$ cat src/fsp_pkg.sv
// fsp_pkg: shared types, widths and constants of the frame skip pacer
// no dependencies; compile first

package fsp_pkg;

    // field and datapath widths
    localparam int TIME_W   = 32;
    localparam int FPS_W    = 8;
    localparam int FREQ_W   = 32;
    localparam int CNT_W    = 8;
    localparam int TOTAL_W  = CNT_W + 1;
    localparam int RATE_W   = 24;
    localparam int LOAD_W   = 16;
    localparam int DEC_W    = 2;
    localparam int MUL_W    = 32;
    localparam int PROD_W   = 2 * MUL_W;
    localparam int ACC_W    = 58;
    localparam int NUM_W    = 52;
    localparam int DEN_W    = 40;
    localparam int DCNT_W   = $clog2(NUM_W + 1);
    localparam int CFG_IDX_W = 1;
    localparam int CFG_DATA_W = 32;

    // fixed point scaling
    localparam int RATE_FRAC = 8;
    localparam int LOAD_FRAC = 12;

    // skip policy
    localparam int MAX_SKIP_RUN   = 1;
    localparam int SKIP_TOLERANCE = 2;
    localparam int RUN_W          = $clog2(MAX_SKIP_RUN + 1);

    // saturation limits and reset values
    localparam logic [RATE_W-1:0] RATE_MAX   = {RATE_W{1'b1}};
    localparam logic [LOAD_W-1:0] LOAD_MAX   = {LOAD_W{1'b1}};
    localparam logic [TIME_W-1:0] BUSY_MAX   = {TIME_W{1'b1}};
    localparam logic [LOAD_W-1:0] LOAD_RESET = 16'd4096;
    localparam logic [FPS_W-1:0]  FPS_RESET  = 8'd15;
    localparam logic [FREQ_W-1:0] FREQ_RESET = 32'd1000000;

    // idle test scale factors: (1.1 - load) * 0.5 in units of 1/81920
    localparam logic [MUL_W-1:0] K_FRAME_SCALE = 32'd81920;
    localparam logic [MUL_W-1:0] K_MARGIN      = 32'd45056;
    localparam logic [MUL_W-1:0] K_LOAD_SCALE  = 32'd10;

    // register indexes
    typedef enum logic [CFG_IDX_W-1:0] {
        CFG_FPS  = 1'b0,
        CFG_FREQ = 1'b1
    } fsp_cfg_idx_t;

    // frame decisions
    typedef enum logic [DEC_W-1:0] {
        DEC_IDLE   = 2'd0,
        DEC_RENDER = 2'd1,
        DEC_SKIP   = 2'd2
    } fsp_decision_t;

    // divider status
    typedef struct packed {
        logic busy;
        logic done;
    } fsp_div_stat_t;

    // saturate a quotient to the rate field
    function automatic logic [RATE_W-1:0] sat_rate(input logic [NUM_W-1:0] q);
        logic [RATE_W-1:0] r;
        r = (|q[NUM_W-1:RATE_W]) ? RATE_MAX : q[RATE_W-1:0];
        return r;
    endfunction

    // saturate a quotient to the load field
    function automatic logic [LOAD_W-1:0] sat_load(input logic [NUM_W-1:0] q);
        logic [LOAD_W-1:0] r;
        r = (|q[NUM_W-1:LOAD_W]) ? LOAD_MAX : q[LOAD_W-1:0];
        return r;
    endfunction

endpackage

$ cat src/fsp_if.sv
// fsp_if: stream interfaces for timestamps and pacing results
// depends on fsp_pkg

interface fsp_stamp_if;
    import fsp_pkg::*;

    logic              valid;
    logic              ready;
    logic [TIME_W-1:0] now_ticks;

    modport source (output valid, output now_ticks, input ready);
    modport sink   (input valid, input now_ticks, output ready);
endinterface

interface fsp_verdict_if;
    import fsp_pkg::*;

    logic              valid;
    logic              ready;
    logic [DEC_W-1:0]  decision;
    logic [RATE_W-1:0] render_rate;
    logic [RATE_W-1:0] skip_rate;
    logic [LOAD_W-1:0] load_level;

    modport source (output valid, output decision, output render_rate,
                    output skip_rate, output load_level, input ready);
    modport sink   (input valid, input decision, input render_rate,
                    input skip_rate, input load_level, output ready);
endinterface

$ cat src/fsp_mul.sv
// fsp_mul: shared 32x32 multiplier with registered product
// depends on fsp_pkg

module fsp_mul (
    input  logic                       clk,
    input  logic [fsp_pkg::MUL_W-1:0]  a,
    input  logic [fsp_pkg::MUL_W-1:0]  b,
    output logic [fsp_pkg::PROD_W-1:0] p
);
    import fsp_pkg::*;

    logic [PROD_W-1:0] p_reg;

    // one product per cycle, registered product on p in the next cycle
    always_ff @(posedge clk)
    begin
        p_reg <= PROD_W'(a) * PROD_W'(b);
    end

    assign p = p_reg;

endmodule

$ cat src/fsp_div.sv
// fsp_div: restoring divider, one quotient bit per cycle
// depends on fsp_pkg

module fsp_div (
    input  logic                      clk,
    input  logic                      rst_n,
    input  logic                      start,
    input  logic [fsp_pkg::NUM_W-1:0] num,
    input  logic [fsp_pkg::DEN_W-1:0] den,
    output fsp_pkg::fsp_div_stat_t    stat,
    output logic [fsp_pkg::NUM_W-1:0] quot
);
    import fsp_pkg::*;

    logic [NUM_W-1:0]  quo_reg;
    logic [DEN_W-1:0]  rem_reg;
    logic [DEN_W-1:0]  den_reg;
    logic [DCNT_W-1:0] cnt_reg;
    logic              done_reg;

    logic [DEN_W:0]    rem_shift;
    logic [DEN_W:0]    rem_diff;
    logic              q_bit;

    // trial subtract of the shifted remainder
    always_comb
    begin
        rem_shift = {rem_reg, quo_reg[NUM_W-1]};
        rem_diff  = rem_shift - {1'b0, den_reg};
        q_bit     = (rem_shift >= {1'b0, den_reg});
    end

    // iteration control and datapath
    always_ff @(posedge clk or negedge rst_n)
    begin
        if (!rst_n)
        begin
            quo_reg  <= '0;
            rem_reg  <= '0;
            den_reg  <= '0;
            cnt_reg  <= '0;
            done_reg <= 1'b0;
        end
        else if (start)
        begin
            quo_reg  <= num;
            rem_reg  <= '0;
            den_reg  <= den;
            cnt_reg  <= DCNT_W'(NUM_W);
            done_reg <= 1'b0;
        end
        else if (cnt_reg != '0)
        begin
            quo_reg  <= {quo_reg[NUM_W-2:0], q_bit};
            rem_reg  <= q_bit ? rem_diff[DEN_W-1:0] : rem_shift[DEN_W-1:0];
            cnt_reg  <= cnt_reg - DCNT_W'(1);
            done_reg <= (cnt_reg == DCNT_W'(1));
        end
        else
        begin
            done_reg <= 1'b0;
        end
    end

    assign stat.busy = (cnt_reg != '0);
    assign stat.done = done_reg;
    assign quot      = quo_reg;

endmodule

$ cat src/frame_skip_pacer_core.sv
// frame_skip_pacer_core: one result per timestamp; a window close adds serial divisions
// for the render and skip rates, and for the load when the window rendered anything;
// a new timestamp is taken only once the previous one has been processed, but
// the output register lets the next timestamp start while a result waits
// reset clears all counters and rates, sets load to 1.0 and config to 15 / 1000000
// depends on fsp_pkg, fsp_if, fsp_mul, fsp_div

module frame_skip_pacer_core (
    input  logic                           clk,
    input  logic                           rst_n,
    input  logic                           cfg_wen,
    input  logic [fsp_pkg::CFG_IDX_W-1:0]  cfg_index,
    input  logic [fsp_pkg::CFG_DATA_W-1:0] cfg_data,
    fsp_stamp_if.sink                      stamp,
    fsp_verdict_if.source                  verdict
);
    import fsp_pkg::*;

    typedef enum logic [4:0] {
        ST_IDLE,
        ST_PREP,
        ST_CHECK,
        ST_RR_MUL,
        ST_RR_DIV,
        ST_RR_WAIT,
        ST_SR_MUL,
        ST_SR_DIV,
        ST_SR_WAIT,
        ST_LD_MUL1,
        ST_LD_MUL2,
        ST_LD_DIV,
        ST_LD_WAIT,
        ST_WCLOSE,
        ST_D_M1,
        ST_D_M2,
        ST_D_M3,
        ST_D_M4,
        ST_D_M5,
        ST_D_M6,
        ST_D_M7,
        ST_D_M8,
        ST_D_DEC,
        ST_OUT
    } state_t;

    state_t             state_reg;

    // configuration
    logic [FPS_W-1:0]   fps_reg;
    logic [FREQ_W-1:0]  freq_reg;

    // pacing state
    logic [TIME_W-1:0]  now_reg;
    logic [TIME_W-1:0]  wstart_reg;
    logic [TIME_W-1:0]  prev_reg;
    logic [TIME_W-1:0]  busy_reg;
    logic [CNT_W-1:0]   rendered_reg;
    logic [CNT_W-1:0]   skipped_reg;
    logic [RUN_W-1:0]   skip_run_reg;
    fsp_decision_t      last_dec_reg;
    logic [RATE_W-1:0]  rr_reg;
    logic [RATE_W-1:0]  sr_reg;
    logic [LOAD_W-1:0]  load_reg;

    // working registers
    logic [TIME_W-1:0]  span_reg;
    logic [TOTAL_W-1:0] total_reg;
    logic [ACC_W-1:0]   acc_reg;
    logic               lt_reg;
    logic [DEN_W-1:0]   lnum_reg;
    logic               zero_reg;

    // output register
    logic               out_valid_reg;
    fsp_decision_t      out_dec_reg;
    logic [RATE_W-1:0]  out_rr_reg;
    logic [RATE_W-1:0]  out_sr_reg;
    logic [LOAD_W-1:0]  out_load_reg;

    // shared units
    logic [MUL_W-1:0]   mul_a;
    logic [MUL_W-1:0]   mul_b;
    logic [PROD_W-1:0]  mul_p;
    logic               div_start;
    logic [NUM_W-1:0]   div_num;
    logic [DEN_W-1:0]   div_den;
    fsp_div_stat_t      div_stat;
    logic [NUM_W-1:0]   div_quot;

    logic [TIME_W-1:0]  elapsed;
    logic [TIME_W:0]    busy_sum;
    logic               add_busy;
    logic               skip_tol;

    fsp_mul u_mul (
        .clk (clk),
        .a   (mul_a),
        .b   (mul_b),
        .p   (mul_p)
    );

    fsp_div u_div (
        .clk   (clk),
        .rst_n (rst_n),
        .start (div_start),
        .num   (div_num),
        .den   (div_den),
        .stat  (div_stat),
        .quot  (div_quot)
    );

    // configuration writes
    always_ff @(posedge clk or negedge rst_n)
    begin
        if (!rst_n)
        begin
            fps_reg  <= FPS_RESET;
            freq_reg <= FREQ_RESET;
        end
        else if (cfg_wen)
        begin
            unique case (fsp_cfg_idx_t'(cfg_index))
                CFG_FPS:  fps_reg  <= cfg_data[FPS_W-1:0];
                CFG_FREQ: freq_reg <= cfg_data[FREQ_W-1:0];
                default:  ;
            endcase
        end
    end

    // busy time since the previous frame, saturating, and the skip tolerance compare
    always_comb
    begin
        elapsed  = now_reg - prev_reg;
        busy_sum = {1'b0, busy_reg} + {1'b0, elapsed};
        add_busy = (last_dec_reg != DEC_IDLE) && (now_reg >= prev_reg);
        skip_tol = (acc_reg < mul_p[ACC_W-1:0]);
    end

    // multiplier operand select per step
    always_comb
    begin
        mul_a = '0;
        mul_b = '0;
        unique case (state_reg)
            ST_RR_MUL:
            begin
                mul_a = MUL_W'(rendered_reg);
                mul_b = freq_reg;
            end
            ST_SR_MUL:
            begin
                mul_a = MUL_W'(skipped_reg);
                mul_b = freq_reg;
            end
            ST_LD_MUL1:
            begin
                mul_a = busy_reg;
                mul_b = MUL_W'(fps_reg);
            end
            ST_LD_MUL2:
            begin
                mul_a = span_reg;
                mul_b = MUL_W'(rendered_reg);
            end
            ST_D_M1:
            begin
                mul_a = MUL_W'(fps_reg);
                mul_b = K_FRAME_SCALE;
            end
            ST_D_M2:
            begin
                mul_a = span_reg;
                mul_b = mul_p[MUL_W-1:0];
            end
            ST_D_M3:
            begin
                mul_a = MUL_W'(load_reg);
                mul_b = K_LOAD_SCALE;
            end
            ST_D_M4:
            begin
                mul_a = mul_p[MUL_W-1:0];
                mul_b = freq_reg;
            end
            ST_D_M5:
            begin
                mul_a = MUL_W'(rendered_reg);
                mul_b = K_FRAME_SCALE;
            end
            ST_D_M6:
            begin
                mul_a = mul_p[MUL_W-1:0] + K_MARGIN;
                mul_b = freq_reg;
            end
            ST_D_M7:
            begin
                mul_a = span_reg;
                mul_b = MUL_W'(fps_reg);
            end
            ST_D_M8:
            begin
                mul_a = MUL_W'(total_reg) + MUL_W'(SKIP_TOLERANCE);
                mul_b = freq_reg;
            end
            default: ;
        endcase
    end

    // divider operand select
    always_comb
    begin
        div_start = 1'b0;
        div_num   = '0;
        div_den   = DEN_W'(span_reg);
        unique case (state_reg)
            ST_RR_DIV, ST_SR_DIV:
            begin
                div_start = 1'b1;
                div_num   = {mul_p[NUM_W-RATE_FRAC-1:0], {RATE_FRAC{1'b0}}};
            end
            ST_LD_DIV:
            begin
                div_start = 1'b1;
                div_num   = {lnum_reg, {LOAD_FRAC{1'b0}}};
                div_den   = mul_p[DEN_W-1:0];
            end
            default: ;
        endcase
    end

    // sequencer
    always_ff @(posedge clk or negedge rst_n)
    begin
        if (!rst_n)
        begin
            state_reg     <= ST_IDLE;
            now_reg       <= '0;
            wstart_reg    <= '0;
            prev_reg      <= '0;
            busy_reg      <= '0;
            rendered_reg  <= '0;
            skipped_reg   <= '0;
            skip_run_reg  <= '0;
            last_dec_reg  <= DEC_IDLE;
            rr_reg        <= '0;
            sr_reg        <= '0;
            load_reg      <= LOAD_RESET;
            span_reg      <= '0;
            total_reg     <= '0;
            acc_reg       <= '0;
            lt_reg        <= 1'b0;
            lnum_reg      <= '0;
            zero_reg      <= 1'b0;
            out_valid_reg <= 1'b0;
            out_dec_reg   <= DEC_IDLE;
            out_rr_reg    <= '0;
            out_sr_reg    <= '0;
            out_load_reg  <= '0;
        end
        else
        begin
            // result register drains unless a new result replaces it
            if (out_valid_reg && verdict.ready && state_reg != ST_OUT)
            begin
                out_valid_reg <= 1'b0;
            end

            unique case (state_reg)
                ST_IDLE:
                begin
                    if (stamp.valid)
                    begin
                        now_reg   <= stamp.now_ticks;
                        state_reg <= ST_PREP;
                    end
                end
                ST_PREP:
                begin
                    if (add_busy)
                    begin
                        busy_reg <= busy_sum[TIME_W] ? BUSY_MAX : busy_sum[TIME_W-1:0];
                    end
                    span_reg  <= (now_reg >= wstart_reg) ? now_reg - wstart_reg : '0;
                    total_reg <= TOTAL_W'(rendered_reg) + TOTAL_W'(skipped_reg);
                    state_reg <= ST_CHECK;
                end
                ST_CHECK:
                begin
                    if (total_reg >= TOTAL_W'(fps_reg))
                    begin
                        state_reg <= ST_RR_MUL;
                    end
                    else
                    begin
                        // backward time restarts an open window
                        if (now_reg < wstart_reg)
                        begin
                            wstart_reg <= now_reg;
                            span_reg   <= '0;
                        end
                        state_reg <= ST_D_M1;
                    end
                end
                ST_RR_MUL:
                begin
                    state_reg <= ST_RR_DIV;
                end
                ST_RR_DIV:
                begin
                    zero_reg  <= (mul_p == '0);
                    state_reg <= ST_RR_WAIT;
                end
                ST_RR_WAIT:
                begin
                    if (div_stat.done)
                    begin
                        rr_reg    <= zero_reg ? '0 : sat_rate(div_quot);
                        state_reg <= ST_SR_MUL;
                    end
                end
                ST_SR_MUL:
                begin
                    state_reg <= ST_SR_DIV;
                end
                ST_SR_DIV:
                begin
                    zero_reg  <= (mul_p == '0);
                    state_reg <= ST_SR_WAIT;
                end
                ST_SR_WAIT:
                begin
                    if (div_stat.done)
                    begin
                        sr_reg    <= zero_reg ? '0 : sat_rate(div_quot);
                        state_reg <= (rendered_reg != '0) ? ST_LD_MUL1 : ST_WCLOSE;
                    end
                end
                ST_LD_MUL1:
                begin
                    state_reg <= ST_LD_MUL2;
                end
                ST_LD_MUL2:
                begin
                    lnum_reg  <= mul_p[DEN_W-1:0];
                    state_reg <= ST_LD_DIV;
                end
                ST_LD_DIV:
                begin
                    zero_reg  <= (lnum_reg == '0);
                    state_reg <= ST_LD_WAIT;
                end
                ST_LD_WAIT:
                begin
                    if (div_stat.done)
                    begin
                        load_reg  <= zero_reg ? '0 : sat_load(div_quot);
                        state_reg <= ST_WCLOSE;
                    end
                end
                ST_WCLOSE:
                begin
                    // open a new window at this frame
                    wstart_reg   <= now_reg;
                    rendered_reg <= '0;
                    skipped_reg  <= '0;
                    busy_reg     <= '0;
                    span_reg     <= '0;
                    state_reg    <= ST_D_M1;
                end
                ST_D_M1:
                begin
                    state_reg <= ST_D_M2;
                end
                ST_D_M2:
                begin
                    state_reg <= ST_D_M3;
                end
                ST_D_M3:
                begin
                    acc_reg   <= mul_p[ACC_W-1:0];
                    state_reg <= ST_D_M4;
                end
                ST_D_M4:
                begin
                    state_reg <= ST_D_M5;
                end
                ST_D_M5:
                begin
                    acc_reg   <= acc_reg + mul_p[ACC_W-1:0];
                    state_reg <= ST_D_M6;
                end
                ST_D_M6:
                begin
                    state_reg <= ST_D_M7;
                end
                ST_D_M7:
                begin
                    lt_reg    <= (acc_reg < mul_p[ACC_W-1:0]);
                    state_reg <= ST_D_M8;
                end
                ST_D_M8:
                begin
                    acc_reg   <= mul_p[ACC_W-1:0];
                    state_reg <= ST_D_DEC;
                end
                ST_D_DEC:
                begin
                    // idle, render or skip
                    prev_reg <= now_reg;
                    priority if (lt_reg)
                    begin
                        last_dec_reg <= DEC_IDLE;
                    end
                    else if (skip_run_reg >= RUN_W'(MAX_SKIP_RUN) || skip_tol)
                    begin
                        rendered_reg <= rendered_reg + CNT_W'(1);
                        skip_run_reg <= '0;
                        last_dec_reg <= DEC_RENDER;
                    end
                    else
                    begin
                        skipped_reg  <= skipped_reg + CNT_W'(1);
                        skip_run_reg <= skip_run_reg + RUN_W'(1);
                        last_dec_reg <= DEC_SKIP;
                    end
                    state_reg <= ST_OUT;
                end
                ST_OUT:
                begin
                    if (!out_valid_reg || verdict.ready)
                    begin
                        out_valid_reg <= 1'b1;
                        out_dec_reg   <= last_dec_reg;
                        out_rr_reg    <= rr_reg;
                        out_sr_reg    <= sr_reg;
                        out_load_reg  <= load_reg;
                        state_reg     <= ST_IDLE;
                    end
                end
                default:
                begin
                    state_reg <= ST_IDLE;
                end
            endcase
        end
    end

    assign stamp.ready         = (state_reg == ST_IDLE);
    assign verdict.valid       = out_valid_reg;
    assign verdict.decision    = out_dec_reg;
    assign verdict.render_rate = out_rr_reg;
    assign verdict.skip_rate   = out_sr_reg;
    assign verdict.load_level  = out_load_reg;

`ifndef SYNTHESIS
    // ready drops after a transfer while its item is processed
    a_busy_after_transfer: assert property (@(posedge clk) disable iff (!rst_n)
        (stamp.valid && stamp.ready) |=> !stamp.ready)
        else $error("timestamp taken while an item is in progress");

    // skip run never exceeds its limit
    a_skip_run_limit: assert property (@(posedge clk) disable iff (!rst_n)
        (state_reg == ST_D_DEC && skip_run_reg >= RUN_W'(MAX_SKIP_RUN))
        |=> last_dec_reg != DEC_SKIP)
        else $error("skip issued beyond the allowed run");

    // divider is started only when free
    a_div_free: assert property (@(posedge clk) disable iff (!rst_n)
        div_start |-> !div_stat.busy)
        else $error("divider restarted while busy");

    // closing a window clears its counts
    a_window_clear: assert property (@(posedge clk) disable iff (!rst_n)
        (state_reg == ST_WCLOSE)
        |=> (rendered_reg == '0 && skipped_reg == '0 && busy_reg == '0))
        else $error("window counts not cleared");
`endif

endmodule

$ cat src/flat_wrapper.sv
// flat-port wrapper written by rule: the top's interface ports become plain ports
module frame_skip_pacer_core_flat import fsp_pkg::*;
  (clk, rst_n, cfg_wen, cfg_index, cfg_data, stamp_valid, stamp_now_ticks, stamp_ready, verdict_valid, verdict_decision, verdict_render_rate, verdict_skip_rate, verdict_load_level, verdict_ready);
  fsp_stamp_if stamp_i ();
  fsp_verdict_if verdict_i ();
  input  logic clk;
  input  logic rst_n;
  input  logic cfg_wen;
  input  logic [fsp_pkg::CFG_IDX_W-1:0] cfg_index;
  input  logic [fsp_pkg::CFG_DATA_W-1:0] cfg_data;
  input wire logic [$bits(stamp_i.valid)-1:0] stamp_valid;
  input wire logic [$bits(stamp_i.now_ticks)-1:0] stamp_now_ticks;
  output wire logic [$bits(stamp_i.ready)-1:0] stamp_ready;
  output wire logic [$bits(verdict_i.valid)-1:0] verdict_valid;
  output wire logic [$bits(verdict_i.decision)-1:0] verdict_decision;
  output wire logic [$bits(verdict_i.render_rate)-1:0] verdict_render_rate;
  output wire logic [$bits(verdict_i.skip_rate)-1:0] verdict_skip_rate;
  output wire logic [$bits(verdict_i.load_level)-1:0] verdict_load_level;
  input wire logic [$bits(verdict_i.ready)-1:0] verdict_ready;
  assign stamp_i.valid = stamp_valid;
  assign stamp_i.now_ticks = stamp_now_ticks;
  assign stamp_ready = stamp_i.ready;
  assign verdict_valid = verdict_i.valid;
  assign verdict_decision = verdict_i.decision;
  assign verdict_render_rate = verdict_i.render_rate;
  assign verdict_skip_rate = verdict_i.skip_rate;
  assign verdict_load_level = verdict_i.load_level;
  assign verdict_i.ready = verdict_ready;
  frame_skip_pacer_core u_core (.clk(clk), .rst_n(rst_n), .cfg_wen(cfg_wen), .cfg_index(cfg_index), .cfg_data(cfg_data), .stamp(stamp_i), .verdict(verdict_i));
endmodule
$ cat config.mk
export PLATFORM = sky130hd
export DESIGN_NAME = frame_skip_pacer_core_flat
export DESIGN_NICKNAME = d
export VERILOG_FILES = /design/src/fsp_pkg.sv /design/src/fsp_if.sv /design/src/fsp_mul.sv /design/src/fsp_div.sv /design/src/frame_skip_pacer_core.sv /design/src/flat_wrapper.sv
export SDC_FILE = /design/constraint.sdc
export NUM_CORES = 2
export LEC_CHECK = 0
export ABC_AREA = 1
export BUFFER_PORTS_ARGS = -buffer_cell sky130_fd_sc_hd__buf_4
export CORE_ASPECT_RATIO = 0.9
export CORE_MARGIN = 1
export CORE_UTILIZATION = 25
export CTS_BUF_LIST = sky130_fd_sc_hd__clkbuf_4 sky130_fd_sc_hd__clkbuf_8
export DETAILED_ROUTE_END_ITERATION = 16
export PLACE_DENSITY = 0.47
export SLEW_MARGIN = 40
export SYNTH_ARGS = -nofsm -noshare
export SYNTH_HDL_FRONTEND = slang
export SYNTH_SLANG_ARGS = --single-unit
$ cat constraint.sdc
create_clock -name clk -period 9.95 [get_ports clk]
set_input_delay 1.99 -clock clk [delete_from_list [all_inputs] [get_ports clk]]
set_output_delay 1.99 -clock clk [all_outputs]
set_load 0.01 [all_outputs]
---- After elaboration in Yosys (flattened, before gate mapping) ----
Cells that the tools add are included.
word-level totals
  register bits ........................... 667
  bits of input ports ..................... 70
  output and inout bits ................... 68
  word-level logic and storage cells ...... 182
operators by class
  add/sub/neg operators ................... 12
  multiply operators ...................... 1
  $lt $le $gt $ge ......................... 7
  equal/unequal tests ..................... 36
  mux-type cells .......................... 50
  bitwise logic cells ..................... 2
  reductions and logical operators ........ 43
operators with widths
  cell                                                             number
  32-bit one-hot mux with 9 select lines                           1
  32-bit two-way mux                                               7
  32-bit one-hot mux with 6 select lines                           1
  40-bit two-way mux                                               4
  32-bit one-hot mux with 2 select lines                           2
  5-bit one-hot mux with 24 select lines                           1
  58-bit one-hot mux with 2 select lines                           1
  52-bit two-way mux                                               2
  52-bit one-hot mux with 2 select lines                           1
  32-bit one-hot mux with 3 select lines                           1
  32-bit greater-or-equal comparator                               2
  64-bit logical NOT                                               1
  32-bit by 32-bit multiplier with 64-bit output                   1
  32-bit subtractor                                                2
  58-bit adder                                                     1
  58-bit < comparator                                              1
  24-bit two-way mux                                               2
  41-bit by 40-bit greater-or-equal comparator with 1-bit output   1
  5-bit by 4-bit == test with 1-bit output, second input constant  8
  5-bit == test, second input constant                             8
  40-bit logical NOT                                               1
  40-bit subtractor                                                1
  36-bit OR reduction                                              1
  32-bit by 32-bit adder with 33-bit output                        1
  other kinds (42)                                                 99

---- Longest topological paths before layout ----
  depth in word-level cells ............... 5
  mapped depth ............................ 42
  depth with buffers taken out ............ 42

---- Cells and area by module ----
A second synthesis with hierarchy kept.
second synthesis, totals
  cell total of the unflattened synthesis .. 11032
  area total of the unflattened synthesis .. 80224.4 um2
by module, submodules not included
  module                 times used  cells an instance  area an instance (um2)  sequential area each (um2)
  fsp_mul                1           5021               37464.7                 1281.2
  frame_skip_pacer_core  1           4632               33365.8                 11626.2
  fsp_div                1           1379               9394.0                  3478.3

---- Worst setup path before layout ----
No wires, ideal clock.
  path kind ............................... reg-to-reg
  start point ............................. reg u_core.u_mul.p_reg[12], in the netlist u_core.u_mul.p[12]
  end point ............................... reg u_core.u_mul.p_reg[49], in the netlist u_core.u_mul.p[49]
  setup time .............................. 0.072 ns
  arrival time ............................ 7.547 ns
  data required time ...................... 9.878 ns
  path slack .............................. 2.331 ns
  cell stages (with the launch flop) ...... 37
  buffers on the path ..................... 1
  clock period less this slack ............ 7.619 ns
  cell sequence ........................... dfxtp_1 -> inv_2 -> ha_1 -> nor2_4 -> nor2_1 -> nor2_4 -> nand3_2 -> nor3_4 -> nand2_1 -> nand2_1 -> nand2_1 -> o21ai_1 -> buf_2 -> nand2_1 -> fa_1 -> inv_1 -> fa_1 -> inv_1 -> fa_1 -> fa_1 -> inv_1 -> fa_1 -> fa_1 -> fa_1 -> inv_1 -> fa_1 -> inv_1 -> ha_1 -> nand2_1 -> nor2_1 -> inv_1 -> nor2_1 -> inv_1 -> nor3_1 -> nand3_1 -> nand3_1 -> xor2_1
between the ends
  longest elaborated chain between the ends .. 3
  elaborated cells on any way between the ends .. 4
  those cells by class .................... add/sub: 1; mul: 1; mux: 2
ends and longest elaborated chain
  element                                           line                          text
  start, declared                                   fsp_mul.sv:12                 logic [PROD_W-1:0] p_reg;
  start signal, assigned                            fsp_mul.sv:17                 p_reg <= PROD_W'(a) * PROD_W'(b);
  32-bit by 16-bit adder with 32-bit output         frame_skip_pacer_core.sv:192  mul_a = mul_p[MUL_W-1:0] + K_MARGIN;
  32-bit one-hot mux with 9 select lines            frame_skip_pacer_core.sv:144  unique case (state_reg)
  32-bit by 32-bit multiplier with 64-bit output *  fsp_mul.sv:17
Mark *: on every way between the ends. The rest lies on a longest branch, timed or not.
A chain may end at the register's enable or synchronous reset.

---- Worst setup path after layout ----
  start point ............................. reg u_core.state_reg[1]
  end point ............................... reg u_core.u_mul.p_reg[32], in the netlist u_core.u_mul.p[32]
between the ends
  longest elaborated chain between the ends .. 4
  elaborated cells on any way between the ends .. 20
  those cells by class .................... mul: 1; eq/ne: 12; mux: 2; reduce/logical: 5
ends and longest elaborated chain
  element                                                                                           line                          text
  start, declared                                                                                   frame_skip_pacer_core.sv:46   state_t state_reg;
  start signal, assigned                                                                            frame_skip_pacer_core.sv:335  state_reg <= (rendered_reg != '0) ? ST_LD_MUL1 : ST_WCLOSE;
  5-bit by 2-bit == test with 1-bit output (tied with other cells)                                  frame_skip_pacer_core.sv:144
  5-bit OR reduction (no source line) (tied with other cells)                                       --
  32-bit one-hot mux with 6 select lines or 32-bit one-hot mux with 9 select lines (tied branches)  frame_skip_pacer_core.sv:144
  32-bit by 32-bit multiplier with 64-bit output *                                                  fsp_mul.sv:17
Marked as above.

==> results.yml <==
die:
  start_util_pct: 25.23
  fp-row-count: 194
  pin_count: 138
  dieArea_sq_um: 316500
  die_h_um: 533.8
  core_sq_um: 311400
  die_x_um: 592.9
finish:
  multi_input_area_sq_um: 52570
  final_common_cell: "nand2_1"
  stdcell_count: 14780
  areaGrowthSynthToFinish_pct: 12.25
  drive_above_1_share_pct: 8.032
  largest_reg_flops: 64
  num-fill-cells: 34350
  ff_latch_area_sq_um: 16390
  nNetsFinal: 12060
  final_cell_mix: "2,525 x nand2_1, 2,091 x inv_1, 919 x nor2_1"
  fin_area_sq_um: 88180
clocking:
  post_cts_resized: 0
  hold_buffers: 0
  cts_root_buf: "clkbuf_8"
  insertion_delay_ps: 990
  cts_sinks: 667
  cts_made_buffers: 139
  clockBufferDepth: 3
  clk_pin_slew_ps: 70
  post_cts_buffers: 0
  cts_tree: "yes"
  cts.htree.levels: 4
routing:
  vias_per_cell: 4.720
  routedWlPerCell_um: 22.19
  ant_nets: 0
  drc: 0
  dr_total_vias: 69760
  finalWirelength_mm: 328.0
  dr.pass1.iters: 6
  drtIter0Drc: 5880
setup_path:
  critPathKind: "flop to flop"
  critPathMaxFanout: 14
  r2r_cells: 28
  required_ps: 10680
  slowest_stage: "fa_1"
  cp_slowest_stage_delay_ps: 550
  start_kind: "flop"
  r2r_setup_slack_ps: 380
  reg2reg_to: "u_core.u_mul.p[32]"
  arrival_ps: 10300
  critPathTopFamily: "adder cells"
  crit_top_cell: "fa_1"
  rr_startpoint: "u_core.state_reg[1]"
  worst-path-buf-inv: 7
  critPathCaptureType: "flop"
pwr:
  power_mw: 20.59
  power_density_nw_per_um2: 233.5
  peakVddDrop_v: 0.0003198
  p_leak_nw: 45.51
global_route:
  grt_max_degree: 139
  grt_pass1_wl_mm: 481.0
  antenna_found_initial: 9
  grtUsageTotal_pct: 20.55
  grt_pass1_vias: 69540
  overflow: 0
placement:
  portBuffers: 137
  placed_cells: 14520
  dp_hpwl_mm: 265.4
  placed_area_sq_um: 84870
  routabilityCongestion: 1.011
timing:
  finalSetupViolations: 0
  finalHoldViolations: 0
  setup-tns-final_ps: 0
  worst_pin_slew_ps: 893.0
  relSlewSlack_pct: 40.47
  clock_skew_ps: 109.2
  period_minus_slack_ps: 9568
  post-route-period-util_pct: 96.16
  max_clock_freq_mhz: 104.5
  maxSlewViolCount: 0
  rsz0062_at_grt: "no"
  whs_ps: 483.5
synthesis:
  ys_ff_latch: 667
  synth_area_sq_um: 78560
  avgSynthCellArea_sq_um: 7.545
  ys_seq_area_share_pct: 20.86
  yosys_most_used_dff: "dfrtp_1"
  synthArstFlopShare_pct: 90.40
  synth_cell_types: 66
  synth_edf_count: 0
  syn_nets: 11920
  ys_warn_count: 0
  synth_cells: 10410
hold_path:
  hold_path.class: "flop to flop"
  min_to: "u_core.rr_reg[14]"
  hold_start: "u_core.rr_reg[14]"
  hold_depth: 2
run:
  maxCapViolations: 0
status:
  status: "finished, final reports clean"
==> layer usage <==
layer  track usage (%)  wire length (um)
met4             7.615             13770
met2             31.33            142000
met3             2.938             20940
met1             29.29            151300
met5                 0                 0
==> logic make-up (layout without fill, tap and decap cells) <==
logic type,Yosys count,in the layout,share of synthesized area [%]
flip-flops,667,667,20.86
adder cells (fa/ha/maj),1440,1440,31.55
other,0,5,0
buffers and inverters,2491,2737,12.40
multiplexers,102,102,1.462
AND/OR/NAND/NOR,4168,4168,21.60
AO/OA/AOI/OAI,1374,1374,10.23
XOR/XNOR,170,170,1.895
==> through the flow <==
| stage | utilization, % | worst slack [ps] |
|---|---|---|
| after detailed placement | 27.25 | 663.6 |
| after global placement | 27.22 | 326.6 |
| final | 28.32 | 381.8 |
| after floorplan | - | 2331 |
| after global routing | 28.31 | 106.2 |
| after CTS | 28.30 | 578.6 |
==> layout make-up <==
cell class	instances	area share, %
Sequential cell	667	18.58
Antenna cell	5	0.01419
Multi-Input combinational cell	7254	59.61
Inverter	2159	9.198
Clock buffer	214	3.021
Timing Repair Buffer	326	3.051
Tap cell	4116	5.840
Clock inverter	38	0.6839
==> where the power goes <==
part / switching, mW / internal, mW
clock: 1.51 / 1.99
combinational: 8.97 / 3.77
sequential: 0.911 / 3.45
total: 11.4 / 9.20
==> cell usage after synthesis (all sizes together), types with 74 or more instances <==
cell type     n  share of area (%)
nand2      2543                 12
inv        2153                 10
nor2        944                4.6
fa          902                 23
dfrtp       591                 19
ha          538                8.6
o21ai       514                3.3
a21oi       507                3.2
nand3       454                2.9
buf         221                1.5
xor2        129                1.4
clkbuf      111               0.53
mux2        102                1.5
nand4        79               0.66
a22oi        77               0.91
nor3         74               0.53
==> how the worst max path moves through the flow <==
stage | startpoint | to | slack, ps | cells past startpoint
after detailed placement | u_core.state_reg[2] | u_core.u_mul.p[60] | 660 | 30
after global placement | u_core.u_mul.p[14] | u_core.u_mul.p[32] | 330 | 31
after CTS | u_core.state_reg[1] | u_core.u_mul.p[32] | 580 | 28
final | u_core.state_reg[1] | u_core.u_mul.p[32] | 380 | 28
after global routing | u_core.state_reg[1] | u_core.u_mul.p[33] | 110 | 32
after floorplan | u_core.u_mul.p[12] | u_core.u_mul.p[49] | 2330 | 36
==> worst min-delay path, cell delays in order (launching register included) <==
cell and delay (ps):
dfrtp_1 340, nand2_1 50, o21ai_0 60
Note: power is estimated with default switching activity, not from simulation.
